$ cat src/rtl/lpwb_pkg.sv
// shared types, codes and reset values of the page write buffer
package lpwb_pkg;

	localparam int ENTRIES_DEFAULT = 32;

	localparam int CFG_IDX_W  = 1;
	localparam int CFG_DATA_W = 17;

	localparam logic [CFG_IDX_W-1:0] CFG_INIT_CODE  = 1'd0;
	localparam logic [CFG_IDX_W-1:0] CFG_PAGE_BYTES = 1'd1;

	localparam logic [1:0]            INIT_CODE_RESET  = 2'd1;
	localparam logic [CFG_DATA_W-1:0] PAGE_BYTES_RESET = 17'd4096;

	typedef enum logic [2:0] {
		OP_BUF_WRITE     = 3'd0,
		OP_WRITE_THROUGH = 3'd1,
		OP_READ          = 3'd2,
		OP_UNBUFFER      = 3'd3,
		OP_FLUSH_OBJECT  = 3'd4
	} op_t;

	typedef enum logic [2:0] {
		ACT_DONE          = 3'd0,
		ACT_FWD_WRITE     = 3'd1,
		ACT_FWD_READ      = 3'd2,
		ACT_SUPPLY        = 3'd3,
		ACT_DISCARD       = 3'd4,
		ACT_FWD_TERMINATE = 3'd5
	} act_t;

	typedef struct packed {
		logic [2:0]  operation;
		logic [15:0] object_id;
		logic [31:0] page_offset;
		logic [31:0] data_handle;
		logic        dirty_in;
		logic        kernel_copy_in;
		logic [1:0]  use_mode_in;
		logic        clean;
		logic [31:0] length_in;
		logic [2:0]  access_in;
		logic        release_in;
	} req_t;

	typedef struct packed {
		logic [2:0]  action;
		logic [15:0] out_object;
		logic [31:0] out_offset;
		logic [31:0] out_handle;
		logic        out_dirty;
		logic        out_kernel_copy;
		logic [1:0]  out_use_mode;
		logic [31:0] out_length;
		logic [2:0]  out_access;
		logic        out_release;
		logic        last;
	} rsp_t;

	// one table entry: attrs bit 0 dirty, bit 1 kernel copy, bits 3:2 use mode
	typedef struct packed {
		logic [15:0] object_id;
		logic [31:0] page_offset;
		logic [31:0] handle;
		logic [3:0]  attrs;
	} entry_t;

	// table change requested by the sequencer once the sweep results are known
	typedef enum logic [2:0] {
		UPD_NONE         = 3'd0,
		UPD_TOUCH_HIT    = 3'd1,
		UPD_DROP_HIT     = 3'd2,
		UPD_DROP_CAND    = 3'd3,
		UPD_INSERT_FREE  = 3'd4,
		UPD_REPLACE_CAND = 3'd5
	} upd_t;

	typedef enum logic [2:0] {
		RK_NONE    = 3'd0,
		RK_TOUCH   = 3'd1,
		RK_DROP    = 3'd2,
		RK_INSERT  = 3'd3,
		RK_REPLACE = 3'd4
	} rank_t;

	typedef struct packed {
		logic        start;
		logic        flush_search;
		logic [15:0] key_object;
		logic [31:0] key_offset;
		upd_t        upd;
		logic        wr_en;
		entry_t      wr_ent;
	} tbl_cmd_t;

	typedef struct packed {
		logic   done;
		logic   hit;
		logic   free_found;
		logic   cand_found;
		entry_t hit_ent;
		entry_t cand_ent;
	} tbl_stat_t;

	typedef enum logic [1:0] {
		ST_IDLE   = 2'd0,
		ST_SCAN   = 2'd1,
		ST_DECIDE = 2'd2,
		ST_SECOND = 2'd3
	} state_t;

endpackage

$ cat src/rtl/lpwb_table.sv
// entry table with its sweep engine: tag match, free slot, lru or flush pick, rank upkeep
module lpwb_table #(
	parameter int ENTRIES = lpwb_pkg::ENTRIES_DEFAULT
) (
	input  logic                clk,
	input  logic                arst_n,
	input  lpwb_pkg::tbl_cmd_t  cmd,
	output lpwb_pkg::tbl_stat_t stat
);
	import lpwb_pkg::*;

	localparam int IW = $clog2(ENTRIES);
	localparam int AW = IW;
	localparam logic [IW-1:0] LAST_IDX = IW'(ENTRIES - 1);

	logic [ENTRIES-1:0] valid_q;
	entry_t             ent_mem   [ENTRIES];
	logic [AW-1:0]      age_mem   [ENTRIES];
	logic [AW-1:0]      birth_mem [ENTRIES];

	logic          sweep_q;
	logic [IW-1:0] cnt_q;
	logic          rd_vld_s1;
	logic [IW-1:0] rd_idx_s1;
	entry_t        ent_s1;
	logic [AW-1:0] age_s1;
	logic [AW-1:0] birth_s1;

	rank_t         pend_q;
	logic [IW-1:0] pend_idx_q;
	logic [AW-1:0] pend_age_q;
	logic [AW-1:0] pend_birth_q;

	logic          hit_q;
	logic [IW-1:0] hit_idx_q;
	entry_t        hit_ent_q;
	logic [AW-1:0] hit_age_q;
	logic [AW-1:0] hit_birth_q;
	logic          free_q;
	logic [IW-1:0] free_idx_q;
	logic          cand_q;
	logic [IW-1:0] cand_idx_q;
	entry_t        cand_ent_q;
	logic [AW-1:0] cand_age_q;
	logic [AW-1:0] cand_birth_q;
	logic          done_q;

	logic          cur_v;
	logic          is_t;
	logic [AW-1:0] age_n;
	logic [AW-1:0] birth_n;
	logic          obj_eq;
	logic          key_eq;
	logic          hit_take;
	logic          free_take;
	logic          cand_take;
	logic          rank_we;

	rank_t         c_kind;
	logic [IW-1:0] c_idx;
	logic [AW-1:0] c_age;
	logic [AW-1:0] c_birth;
	logic          c_set;
	logic          c_clr;

	// sweep: one entry read per cycle, processed in the cycle after its read
	always_ff @(posedge clk or negedge arst_n) begin
		if (!arst_n) begin
			sweep_q   <= 1'b0;
			cnt_q     <= '0;
			rd_vld_s1 <= 1'b0;
			rd_idx_s1 <= '0;
			done_q    <= 1'b0;
		end else begin
			if (cmd.start) begin
				sweep_q <= 1'b1;
				cnt_q   <= '0;
			end else if (sweep_q) begin
				cnt_q <= cnt_q + 1'b1;
				if (cnt_q == LAST_IDX) begin
					sweep_q <= 1'b0;
				end
			end
			rd_vld_s1 <= sweep_q;
			rd_idx_s1 <= cnt_q;
			done_q    <= rd_vld_s1 && (rd_idx_s1 == LAST_IDX);
		end
	end

	always_ff @(posedge clk) begin
		if (sweep_q) begin
			ent_s1 <= ent_mem[cnt_q];
		end
		if (cmd.wr_en) begin
			ent_mem[c_idx] <= cmd.wr_ent;
		end
	end

	always_ff @(posedge clk) begin
		if (sweep_q) begin
			age_s1   <= age_mem[cnt_q];
			birth_s1 <= birth_mem[cnt_q];
		end
		if (rank_we) begin
			age_mem[rd_idx_s1]   <= age_n;
			birth_mem[rd_idx_s1] <= birth_n;
		end
	end

	// the rank change left by the previous commit is applied as the sweep passes
	always_comb begin
		cur_v   = rd_vld_s1 && valid_q[rd_idx_s1];
		is_t    = (rd_idx_s1 == pend_idx_q);
		age_n   = age_s1;
		birth_n = birth_s1;
		case (pend_q)
			RK_TOUCH: begin
				if (is_t) begin
					age_n = '0;
				end else begin
					age_n = age_s1 + AW'(age_s1 < pend_age_q);
				end
			end
			RK_DROP: begin
				age_n   = age_s1 - AW'(age_s1 > pend_age_q);
				birth_n = birth_s1 - AW'(birth_s1 > pend_birth_q);
			end
			RK_INSERT: begin
				if (is_t) begin
					age_n   = '0;
					birth_n = '0;
				end else begin
					age_n   = age_s1 + AW'(1'b1);
					birth_n = birth_s1 + AW'(1'b1);
				end
			end
			RK_REPLACE: begin
				if (is_t) begin
					age_n   = '0;
					birth_n = '0;
				end else begin
					age_n   = age_s1 - AW'(age_s1 > pend_age_q) + AW'(1'b1);
					birth_n = birth_s1 - AW'(birth_s1 > pend_birth_q) + AW'(1'b1);
				end
			end
			default: begin
				age_n   = age_s1;
				birth_n = birth_s1;
			end
		endcase
		rank_we = cur_v && (pend_q != RK_NONE);
	end

	always_comb begin
		obj_eq    = (ent_s1.object_id == cmd.key_object);
		key_eq    = obj_eq && (ent_s1.page_offset == cmd.key_offset);
		hit_take  = cur_v && key_eq && !hit_q;
		free_take = rd_vld_s1 && !valid_q[rd_idx_s1] && !free_q;
		if (cmd.flush_search) begin
			// oldest insertion of the object
			cand_take = cur_v && obj_eq && (!cand_q || (birth_n > cand_birth_q));
		end else begin
			// least recently used
			cand_take = cur_v && (!cand_q || (age_n > cand_age_q));
		end
	end

	always_ff @(posedge clk or negedge arst_n) begin
		if (!arst_n) begin
			hit_q  <= 1'b0;
			free_q <= 1'b0;
			cand_q <= 1'b0;
		end else if (cmd.start) begin
			hit_q  <= 1'b0;
			free_q <= 1'b0;
			cand_q <= 1'b0;
		end else begin
			if (hit_take) begin
				hit_q <= 1'b1;
			end
			if (free_take) begin
				free_q <= 1'b1;
			end
			if (cand_take) begin
				cand_q <= 1'b1;
			end
		end
	end

	always_ff @(posedge clk) begin
		if (hit_take) begin
			hit_idx_q   <= rd_idx_s1;
			hit_ent_q   <= ent_s1;
			hit_age_q   <= age_n;
			hit_birth_q <= birth_n;
		end
		if (free_take) begin
			free_idx_q <= rd_idx_s1;
		end
		if (cand_take) begin
			cand_idx_q   <= rd_idx_s1;
			cand_ent_q   <= ent_s1;
			cand_age_q   <= age_n;
			cand_birth_q <= birth_n;
		end
	end

	// commit: pick the entry and rank change named by the sequencer
	always_comb begin
		c_kind  = RK_NONE;
		c_idx   = hit_idx_q;
		c_age   = hit_age_q;
		c_birth = hit_birth_q;
		c_set   = 1'b0;
		c_clr   = 1'b0;
		case (cmd.upd)
			UPD_TOUCH_HIT: begin
				c_kind = RK_TOUCH;
			end
			UPD_DROP_HIT: begin
				c_kind = RK_DROP;
				c_clr  = 1'b1;
			end
			UPD_DROP_CAND: begin
				c_kind  = RK_DROP;
				c_idx   = cand_idx_q;
				c_age   = cand_age_q;
				c_birth = cand_birth_q;
				c_clr   = 1'b1;
			end
			UPD_INSERT_FREE: begin
				c_kind = RK_INSERT;
				c_idx  = free_idx_q;
				c_set  = 1'b1;
			end
			UPD_REPLACE_CAND: begin
				c_kind  = RK_REPLACE;
				c_idx   = cand_idx_q;
				c_age   = cand_age_q;
				c_birth = cand_birth_q;
			end
			default: begin
				c_kind = RK_NONE;
			end
		endcase
	end

	always_ff @(posedge clk or negedge arst_n) begin
		if (!arst_n) begin
			valid_q <= '0;
			pend_q  <= RK_NONE;
		end else begin
			if (c_set) begin
				valid_q[c_idx] <= 1'b1;
			end
			if (c_clr) begin
				valid_q[c_idx] <= 1'b0;
			end
			if (cmd.upd != UPD_NONE) begin
				pend_q <= c_kind;
			end else if (rd_vld_s1 && (rd_idx_s1 == LAST_IDX)) begin
				pend_q <= RK_NONE;
			end
		end
	end

	always_ff @(posedge clk) begin
		if (cmd.upd != UPD_NONE) begin
			pend_idx_q   <= c_idx;
			pend_age_q   <= c_age;
			pend_birth_q <= c_birth;
		end
	end

	assign stat.done       = done_q;
	assign stat.hit        = hit_q;
	assign stat.free_found = free_q;
	assign stat.cand_found = cand_q;
	assign stat.hit_ent    = hit_ent_q;
	assign stat.cand_ent   = cand_ent_q;

endmodule

$ cat src/rtl/lru_page_write_buffer.sv
// Page write buffer, top level: a fully associative table of ENTRIES buffered
// page writes keyed by object and offset, kept in least-recently-used order.
// Every request makes a pass over the table memory, one entry per clock,
// which also applies the rank change left by the previous request; flushing
// an object makes one pass for every entry written out plus one for the final
// terminate beat. A write-through that hits a buffered page and must forward it
// gives a second result beat, and a result beat waits while the output
// register holds a stalled beat. Requests are taken one at a time, while the
// last result of the previous one may still wait in the output register.
module lru_page_write_buffer #(
	parameter int ENTRIES = lpwb_pkg::ENTRIES_DEFAULT
) (
	input  logic                             clk,
	input  logic                             arst_n,
	input  logic                             req_valid,
	output logic                             req_stall,
	input  lpwb_pkg::req_t                   req,
	output logic                             rsp_valid,
	input  logic                             rsp_stall,
	output lpwb_pkg::rsp_t                   rsp,
	input  logic                             cfg_we,
	input  logic [lpwb_pkg::CFG_IDX_W-1:0]  cfg_index,
	input  logic [lpwb_pkg::CFG_DATA_W-1:0] cfg_data
);
	import lpwb_pkg::*;

	state_t                state_q;
	state_t                state_d;
	req_t                  req_q;
	rsp_t                  rsp_q;
	logic                  rsp_valid_q;
	logic [1:0]            init_code_q;
	logic [CFG_DATA_W-1:0] page_bytes_q;

	tbl_cmd_t  cmd;
	tbl_stat_t stat;
	rsp_t      res_d;
	logic      push;
	logic      out_free;
	logic      accept;
	logic      wt_split;
	logic      flush_more;
	entry_t    new_ent;

	function automatic rsp_t write_beat(input entry_t e, input logic [CFG_DATA_W-1:0] pb);
		rsp_t r;
		r                 = '0;
		r.action          = ACT_FWD_WRITE;
		r.out_object      = e.object_id;
		r.out_offset      = e.page_offset;
		r.out_handle      = e.handle;
		r.out_dirty       = e.attrs[0];
		r.out_kernel_copy = e.attrs[1];
		r.out_use_mode    = e.attrs[3:2];
		r.out_length      = 32'(pb);
		return r;
	endfunction

	function automatic rsp_t discard_beat(input logic [15:0] obj, input logic [31:0] off,
			input logic [31:0] h);
		rsp_t r;
		r            = '0;
		r.action     = ACT_DISCARD;
		r.out_object = obj;
		r.out_offset = off;
		r.out_handle = h;
		return r;
	endfunction

	lpwb_table #(
		.ENTRIES(ENTRIES)
	) u_table (
		.clk   (clk),
		.arst_n(arst_n),
		.cmd   (cmd),
		.stat  (stat)
	);

	assign out_free  = !rsp_valid_q || !rsp_stall;
	assign req_stall = (state_q != ST_IDLE);
	assign accept    = req_valid && (state_q == ST_IDLE);
	assign rsp_valid = rsp_valid_q;
	assign rsp       = rsp_q;

	assign new_ent.object_id   = req_q.object_id;
	assign new_ent.page_offset = req_q.page_offset;
	assign new_ent.handle      = req_q.data_handle;
	assign new_ent.attrs       = {req_q.use_mode_in, req_q.kernel_copy_in, req_q.dirty_in};

	// write-through hit outside initialize mode gives two beats
	assign wt_split   = (req_q.operation == OP_WRITE_THROUGH) && stat.hit &&
		(req_q.use_mode_in != init_code_q);
	assign flush_more = (req_q.operation == OP_FLUSH_OBJECT) && stat.cand_found;

	always_comb begin
		state_d = state_q;
		case (state_q)
			ST_IDLE: begin
				if (req_valid) begin
					state_d = ST_SCAN;
				end
			end
			ST_SCAN: begin
				if (stat.done) begin
					state_d = ST_DECIDE;
				end
			end
			ST_DECIDE: begin
				if (out_free) begin
					if (wt_split) begin
						state_d = ST_SECOND;
					end else if (flush_more) begin
						state_d = ST_SCAN;
					end else begin
						state_d = ST_IDLE;
					end
				end
			end
			ST_SECOND: begin
				if (out_free) begin
					state_d = ST_IDLE;
				end
			end
			default: begin
				state_d = ST_IDLE;
			end
		endcase
	end

	always_comb begin
		push              = 1'b0;
		res_d             = '0;
		res_d.action      = ACT_DONE;
		res_d.last        = 1'b1;
		cmd.start         = 1'b0;
		cmd.flush_search  = (req_q.operation == OP_FLUSH_OBJECT);
		cmd.key_object    = req_q.object_id;
		cmd.key_offset    = req_q.page_offset;
		cmd.upd           = UPD_NONE;
		cmd.wr_en         = 1'b0;
		cmd.wr_ent        = new_ent;
		case (state_q)
			ST_IDLE: begin
				cmd.start = accept;
			end
			ST_DECIDE: begin
				if (out_free) begin
					push = 1'b1;
					case (op_t'(req_q.operation))
						OP_BUF_WRITE: begin
							cmd.wr_en = 1'b1;
							if (stat.hit) begin
								res_d   = discard_beat(req_q.object_id, req_q.page_offset,
									stat.hit_ent.handle);
								cmd.upd = UPD_TOUCH_HIT;
							end else if (stat.free_found) begin
								cmd.upd = UPD_INSERT_FREE;
							end else begin
								// table full: lru entry goes out
								res_d   = write_beat(stat.cand_ent, page_bytes_q);
								cmd.upd = UPD_REPLACE_CAND;
							end
						end
						OP_WRITE_THROUGH: begin
							if (stat.hit && !wt_split) begin
								res_d = discard_beat(req_q.object_id, req_q.page_offset,
									req_q.data_handle);
							end else if (stat.hit) begin
								res_d   = discard_beat(req_q.object_id, req_q.page_offset,
									stat.hit_ent.handle);
								cmd.upd = UPD_DROP_HIT;
							end else begin
								res_d = write_beat(new_ent, page_bytes_q);
							end
						end
						OP_READ: begin
							if (stat.hit) begin
								res_d.action     = ACT_SUPPLY;
								res_d.out_handle = stat.hit_ent.handle;
								cmd.upd          = UPD_TOUCH_HIT;
							end else begin
								res_d.action     = ACT_FWD_READ;
								res_d.out_access = req_q.access_in;
							end
							res_d.out_object = req_q.object_id;
							res_d.out_offset = req_q.page_offset;
							res_d.out_length = req_q.length_in;
						end
						OP_UNBUFFER: begin
							if (stat.hit) begin
								if (req_q.clean) begin
									res_d = write_beat(stat.hit_ent, page_bytes_q);
								end else begin
									res_d = discard_beat(req_q.object_id, req_q.page_offset,
										stat.hit_ent.handle);
								end
								cmd.upd = UPD_DROP_HIT;
							end
						end
						OP_FLUSH_OBJECT: begin
							if (stat.cand_found) begin
								res_d     = write_beat(stat.cand_ent, page_bytes_q);
								cmd.upd   = UPD_DROP_CAND;
								cmd.start = 1'b1;
							end else begin
								res_d.action      = ACT_FWD_TERMINATE;
								res_d.out_object  = req_q.object_id;
								res_d.out_release = req_q.release_in;
							end
						end
						default: begin
							res_d.action = ACT_DONE;
						end
					endcase
					res_d.last = !(wt_split || flush_more);
				end
			end
			ST_SECOND: begin
				if (out_free) begin
					push       = 1'b1;
					res_d      = write_beat(new_ent, page_bytes_q);
					res_d.last = 1'b1;
				end
			end
			default: begin
				push = 1'b0;
			end
		endcase
	end

	always_ff @(posedge clk or negedge arst_n) begin
		if (!arst_n) begin
			state_q     <= ST_IDLE;
			rsp_valid_q <= 1'b0;
			init_code_q <= INIT_CODE_RESET;
			page_bytes_q <= PAGE_BYTES_RESET;
		end else begin
			state_q <= state_d;
			if (push) begin
				rsp_valid_q <= 1'b1;
			end else if (!rsp_stall) begin
				rsp_valid_q <= 1'b0;
			end
			if (cfg_we) begin
				case (cfg_index)
					CFG_INIT_CODE: init_code_q <= cfg_data[1:0];
					CFG_PAGE_BYTES: page_bytes_q <= cfg_data;
					default: init_code_q <= init_code_q;
				endcase
			end
		end
	end

	always_ff @(posedge clk) begin
		if (accept) begin
			req_q <= req;
		end
		if (push) begin
			rsp_q <= res_d;
		end
	end

endmodule

$ cat config.mk
export PLATFORM = sky130hd
export DESIGN_NAME = lru_page_write_buffer
export DESIGN_NICKNAME = d
export VERILOG_FILES = /design/src/rtl/lpwb_pkg.sv /design/src/rtl/lpwb_table.sv /design/src/rtl/lru_page_write_buffer.sv
export SDC_FILE = /design/constraint.sdc
export NUM_CORES = 2
export LEC_CHECK = 0
export BUFFER_PORTS_ARGS = -buffer_cell sky130_fd_sc_hd__buf_2
export CAP_MARGIN = 20
export CORE_UTILIZATION = 56
export DETAILED_ROUTE_END_ITERATION = 16
export PLACE_DENSITY = 0.8
export RECOVER_POWER = 50
export SLEW_MARGIN = 10
export SYNTH_ARGS = -nofsm -noshare
export SYNTH_HDL_FRONTEND = slang
export SYNTH_HIERARCHICAL = 1
export SYNTH_SLANG_ARGS = --single-unit
$ cat constraint.sdc
create_clock -name clk -period 9.5 [get_ports clk]
set_input_delay 2.85 -clock clk [delete_from_list [all_inputs] [get_ports clk]]
set_output_delay 2.85 -clock clk [all_outputs]
set_load 0.005 [all_outputs]
## After elaboration in Yosys (flattened, before gate mapping)

Memory sizes are Yosys's and may differ from the RTL's. A register that Yosys moved wholly into a read port is not among the register bits.
Cells that the tools add are included.

- Reductions and logical operators: 45
- Shifts and indexed selects: 0
- Equality and inequality tests: 27
- $add $sub $neg: 8
- Multipliers: 0
- Muxes and demuxes: 83
- Bitwise operators: 4
- Div/mod/pow operators: 0
- Order comparisons: 8

Operators with widths:

| cell | number |
|---|---|
| $mux 124 | 6 |
| $pmux 80 s5 | 1 |
| $pmux 124 s2 | 1 |
| $mux 122 | 2 |
| $pmux 35 s5 | 1 |
| $mux 103 | 1 |
| $mux 32 | 3 |
| $mux 5 | 9 |
| $and 32x32->32 | 1 |
| $eq 32x32->1 | 1 |
| $mux 1 | 32 |
| $not 32->32 | 1 |
| $or 32x32->32 | 1 |
| $pmux 3 s5 | 2 |
| $add 5x1->5 const B | 5 |
| $gt 5x5->1 | 4 |
| $pmux 5 s4 | 1 |
| $mux 19 | 1 |
| $eq 3x2->1 const B | 6 |
| $logic_and 1x1->1 | 17 |
| $eq 16x16->1 | 1 |
| $mux 2 | 8 |
| $pmux 2 s4 | 2 |
| $pmux 4 s4 | 1 |
| 32 further kinds | 67 |

- Output and inout port bits: 126
- Memories: 3
- Bits in writable memories: 3008
- Bits in latches: 0
- Word-level logic and storage cells: 232
- Bits in read-only memories: 0
- Register bits: 539

Memories:

| memory | depth | bits a word | read ports | clocked after Yosys merged registers in | write ports | RTL line | source |
|---|---|---|---|---|---|---|---|
| u_table.ent_mem | 32 | 84 | 1 | 1 | 1 | lpwb_table.sv:17 | `entry_t ent_mem [ENTRIES];` |
| u_table.age_mem | 32 | 5 | 1 | 1 | 1 | lpwb_table.sv:18 | `logic [AW-1:0] age_mem [ENTRIES];` |
| u_table.birth_mem | 32 | 5 | 1 | 1 | 1 | lpwb_table.sv:19 | `logic [AW-1:0] birth_mem [ENTRIES];` |

## Logic depth before layout (Yosys ltp)

- Depth in word-level cells: 20
- Depth in mapped cells: 24

## Modules after synthesis

The synthesis kept the hierarchy.

By module, submodules not included:

| module | times used | area an instance (µm²) | cells an instance |
|---|---|---|---|
| lpwb_table | 1 | 128056.6 | 5251 |
| lru_page_write_buffer | 1 | 10646.5 | 613 |

## Least setup slack after synthesis

No wires, ideal clock.

- Path kind: input to register
- Start point: input port rsp_stall
- End point: memory u_table/ent_mem[28][0] (netlist bit) (enable)
- Slack: -200 ps
- Stages on the path: 14
- Data arrival time: 9172 ps
- Path through: a21bo_1 buf_4 inv_6 nand2_2 a21oi_1 buf_2 and3_1 o21bai_1 o221a_2 and2_1 buf_2 buf_1 nand2_1 nor2_1

RTL lines:

| element | RTL line | source |
|---|---|---|
| from (decl) | lru_page_write_buffer.sv:19 | `input logic rsp_stall,` |
| to (decl) | lpwb_table.sv:17 |  |

==> impl_metrics.csv <==
group,metric,value,unit
routing,antenna_left,0,
worst_setup_path,slowest_stage,"clkbuf_2",
global_route,grt_pass1_vias,70100,
worst_setup_path,end_kind,"flip-flop",
clock_network,clock-sinks,3641,
floorplan,die_h,500,um
yosys,synthTopCellsByCount,"3,568 x edfxtp_1, 943 x mux4_2, 158 x clkbuf_1",
clock_network,cts_tree,"yes",
routing,post-route-drc-count,0,
worst_setup_path,cp_data_required_time,10.31,ns
yosys,yosys.area.top_type,"edfxtp_1",
cells_and_area,fillCellCount,15000,
cells_and_area,drive_gt1_frac,0.300,
place,hpwl,203000,um
worst_setup_path,path_cells,"clkbuf_1 > a21bo_1 > clkinvlp_2 > clkbuf_2 > o21ai_0 > a31oi_4 > buf_4 > a221o_1",
cells_and_area,area_delta_synth_final,12.9,%
clock_network,post_cts_buffers,0,
yosys,synthTopCellsByArea,"edfxtp_1 77%, mux4_2 15%, dfrtp_1 1.3%, mux2_2 0.97%, a22o_1 0.71%",
run_status,violations,"capacitance limit, slew limit",
clock_network,worst_skew_pair.late_latency,0.99,ns
place,routabilityCongestion,0.858,
yosys,synth_edf_count,3568,
clock_network,htree_levels,5,
yosys,synth_top_area_frac,0.772,
timing,hold_violations,0,
pwr,power.density,288,mW/mm^2
yosys,yosys_warnings,6,
yosys,synth-main-ff-cell,"edfxtp_1",
yosys,ys_seq_area_frac,0.786,
yosys,synth.most_common_cell,"edfxtp_1",
worst_setup_path,crit_path_start_kind,"primary input",
cells_and_area,stdcell_area,0.157,mm^2
global_route,grt_usage,0.311,
pwr,p_sw_frac,0.291,
timing,finalWorstPathRequiredPeriod,8.25,ns
routing,wl,393000,um
place,place_area,0.146,mm^2
floorplan,start_util,0.563,
global_route,antenna_found_initial,21,
yosys,syn_area,0.139,mm^2
routing,num_vias,70200,
timing,period_share,0.869,
clock_network,cts-root-buf,"clkbuf_16",
yosys,ys_types,69,
pwr,p_int,32.0,mW
pwr,leakage,49.3,nW
clock_network,clockBufferDepth,4,
timing,finClkSkew,0.0927,ns
worst_setup_path,worstPathArrival,9.06,ns
floorplan,placementRows,182,
place,portBuffers,272,
global_route,grt_max_degree,152,
pwr,clock_power_share,0.319,
hold_path,min_path_type,"flip-flop to flip-flop",
timing,rsz0062_at_grt,"no",
timing,fmax,121,MHz
cells_and_area,post-route-util,0.636,
floorplan,fp.dieW,500,um
flow_run,maxCapViolCount,99,
worst_setup_path,critPathMaxStageDelay,3.20,ns
yosys,avgSynthCellArea,23.7,um^2
timing,fin_ws,1.25,ns
run_status,status,"finished, violations left",
pwr,switchingPower,13.1,mW
floorplan,die_area,0.250,mm^2
timing,tightestPinTransition,4.68,ns
routing,routedWlPerCell,39.1,um
cells_and_area,nets,6639,
place,place_ws,1.08,ns
yosys,synth_seq_cells,3641,
clock_network,path_clk_slew,0.07,ns
routing,drt_iter0_drc,11900,
worst_setup_path,critPathKind,"primary input to flip-flop",
pwr,combPwrFrac,0.247,
pwr,power_frac_seq,0.434,
routing,viasPerCell,6.98,
global_route,grt.overflow.total,0,
routing,dr.pass1.iters,7,
clock_network,ctsHoldBuffers,0,
floorplan,core-area,0.246,mm^2
yosys,syn-num-nets,6043,
yosys,syn_inst,5864,
clock_network,cts-resized-gates,0,
global_route,grt_first_pass_wirelength,543000,um
floorplan,io_pins,273,
timing,setup_viol,0,
timing,maxSlewViolCount,3536,
clock_network,numCtsBuffers,369,
timing,maxSlewHeadroom,-2.12,
yosys,async_flop_share,0.0200,
pwr,peakVddDrop,0.288,mV
worst_setup_path,crit_fanout,128,
==> power groups by stage <==
stage          registers (mW)  logic (mW)  clock network, mW
2_1_floorplan            19.6        7.14                  0
3_3_place_gp             19.8        10.4                  0
3_5_place_dp             19.9        10.6                  0
4_1_cts                  19.5        11.0               14.4
5_1_grt                  19.6        11.4               15.0
6_report                 19.6        11.1               14.4
==> registers in the layout, indices dropped and copies added (netlist names), 17 cells and up <==
signal and flops:
cmd 84, page_bytes_q 17, req_q 40, rsp 124, u_table/age_mem 160, u_table/birth_mem 160, u_table/ent_mem 2688, u_table/ent_s1 84
u_table/stat 168, u_table/valid_q 32
==> through the flow <==
| step | std cells | TNS (ns) | hold slack [ns] | power (mW) |
|---|---|---|---|---|
| floorplan | 5864 | -443.55 | 0.352 | 26.8 |
| global placement | 9383 | 0 | 0.426 | 30.2 |
| detailed placement | 9387 | 0 | 0.430 | 30.5 |
| CTS | 10000 | 0 | 0.433 | 45.0 |
| global route | 10100 | 0 | 0.445 | 46.1 |
| finish | 10100 | 0 | 0.435 | 45.2 |
==> worst paths after layout <==
path,slack (ns),end,cells after the start,from
worst min register to register,0.44,u_table/stat[97],0,u_table/ent_s1[13]
min in group asynchronous,2.23,page_bytes_q[2],1,arst_n
worst max-delay path,1.25,rsp[69],8,rsp_stall
max in group asynchronous,3.40,u_table/cnt_q[2],2,arst_n
worst min-delay path,0.44,u_table/stat[97],0,u_table/ent_s1[13]
worst max register to register,2.42,u_table/ent_mem[25][72],13,cmd[3]
==> layer usage <==
metal / GRT usage / vias to the layer above / routed length [um]
met4: 0.125 / 16 / 19800
met2: 0.519 / 6394 / 197000
met3: 0.0635 / 1088 / 48300
met1: 0.404 / 36500 / 128000
li1: - / 26200 / -
met5: 0 / - / 105
==> cell type report <==
cell class / count / area, um^2 / share of cell area
sequential: 3641 / 109000 / 0.696
multi-input combinational: 1875 / 28500 / 0.182
clock buffer: 439 / 9610 / 0.0614
tap: 3312 / 4140 / 0.0265
timing repair buffer: 528 / 3170 / 0.0202
clock inverter: 209 / 2000 / 0.0127
inverter: 45 / 170 / 0.00109
antenna: 6 / 15.0 / 0.0000959
==> cells in the final DEF, fill, tap and decap left out, types with 32 or more instances in the layout <==
master	synthesis	final
edfxtp_1	3568	3568
mux4_2	943	943
clkbuf_16	0	374
buf_2	107	248
clkbuf_1	158	208
mux2_2	120	120
a22o_1	113	113
buf_4	8	105
a21oi_1	84	81
clkinv_1	0	79
dfrtp_1	71	70
nand2_1	64	65
xor2_1	56	56
clkinv_2	0	55
nor2_1	81	47
inv_1	44	44
and2_1	53	44
a221o_1	36	36
bufinv_16	0	35
nor2_4	0	34
ha_1	32	32
==> worst max-delay path, delay by kind of cell <==
kind	cells	cell delay, ns
AOI/OAI and AO/OA	4	1.99
buffers and inverters	4	4.15
==> cells by family after synthesis <==
logic type / Yosys count / share of synthesized area
multiplexers: 1075 / 0.164
AO/OA/AOI/OAI: 331 / 0.0179
adder cells (fa/ha/maj): 32 / 0.00289
XOR/XNOR: 73 / 0.00461
AND/OR/NAND/NOR: 364 / 0.0140
buffers and inverters: 348 / 0.0112
flip-flops: 3641 / 0.786
Power figures use the tool's default switching activity.
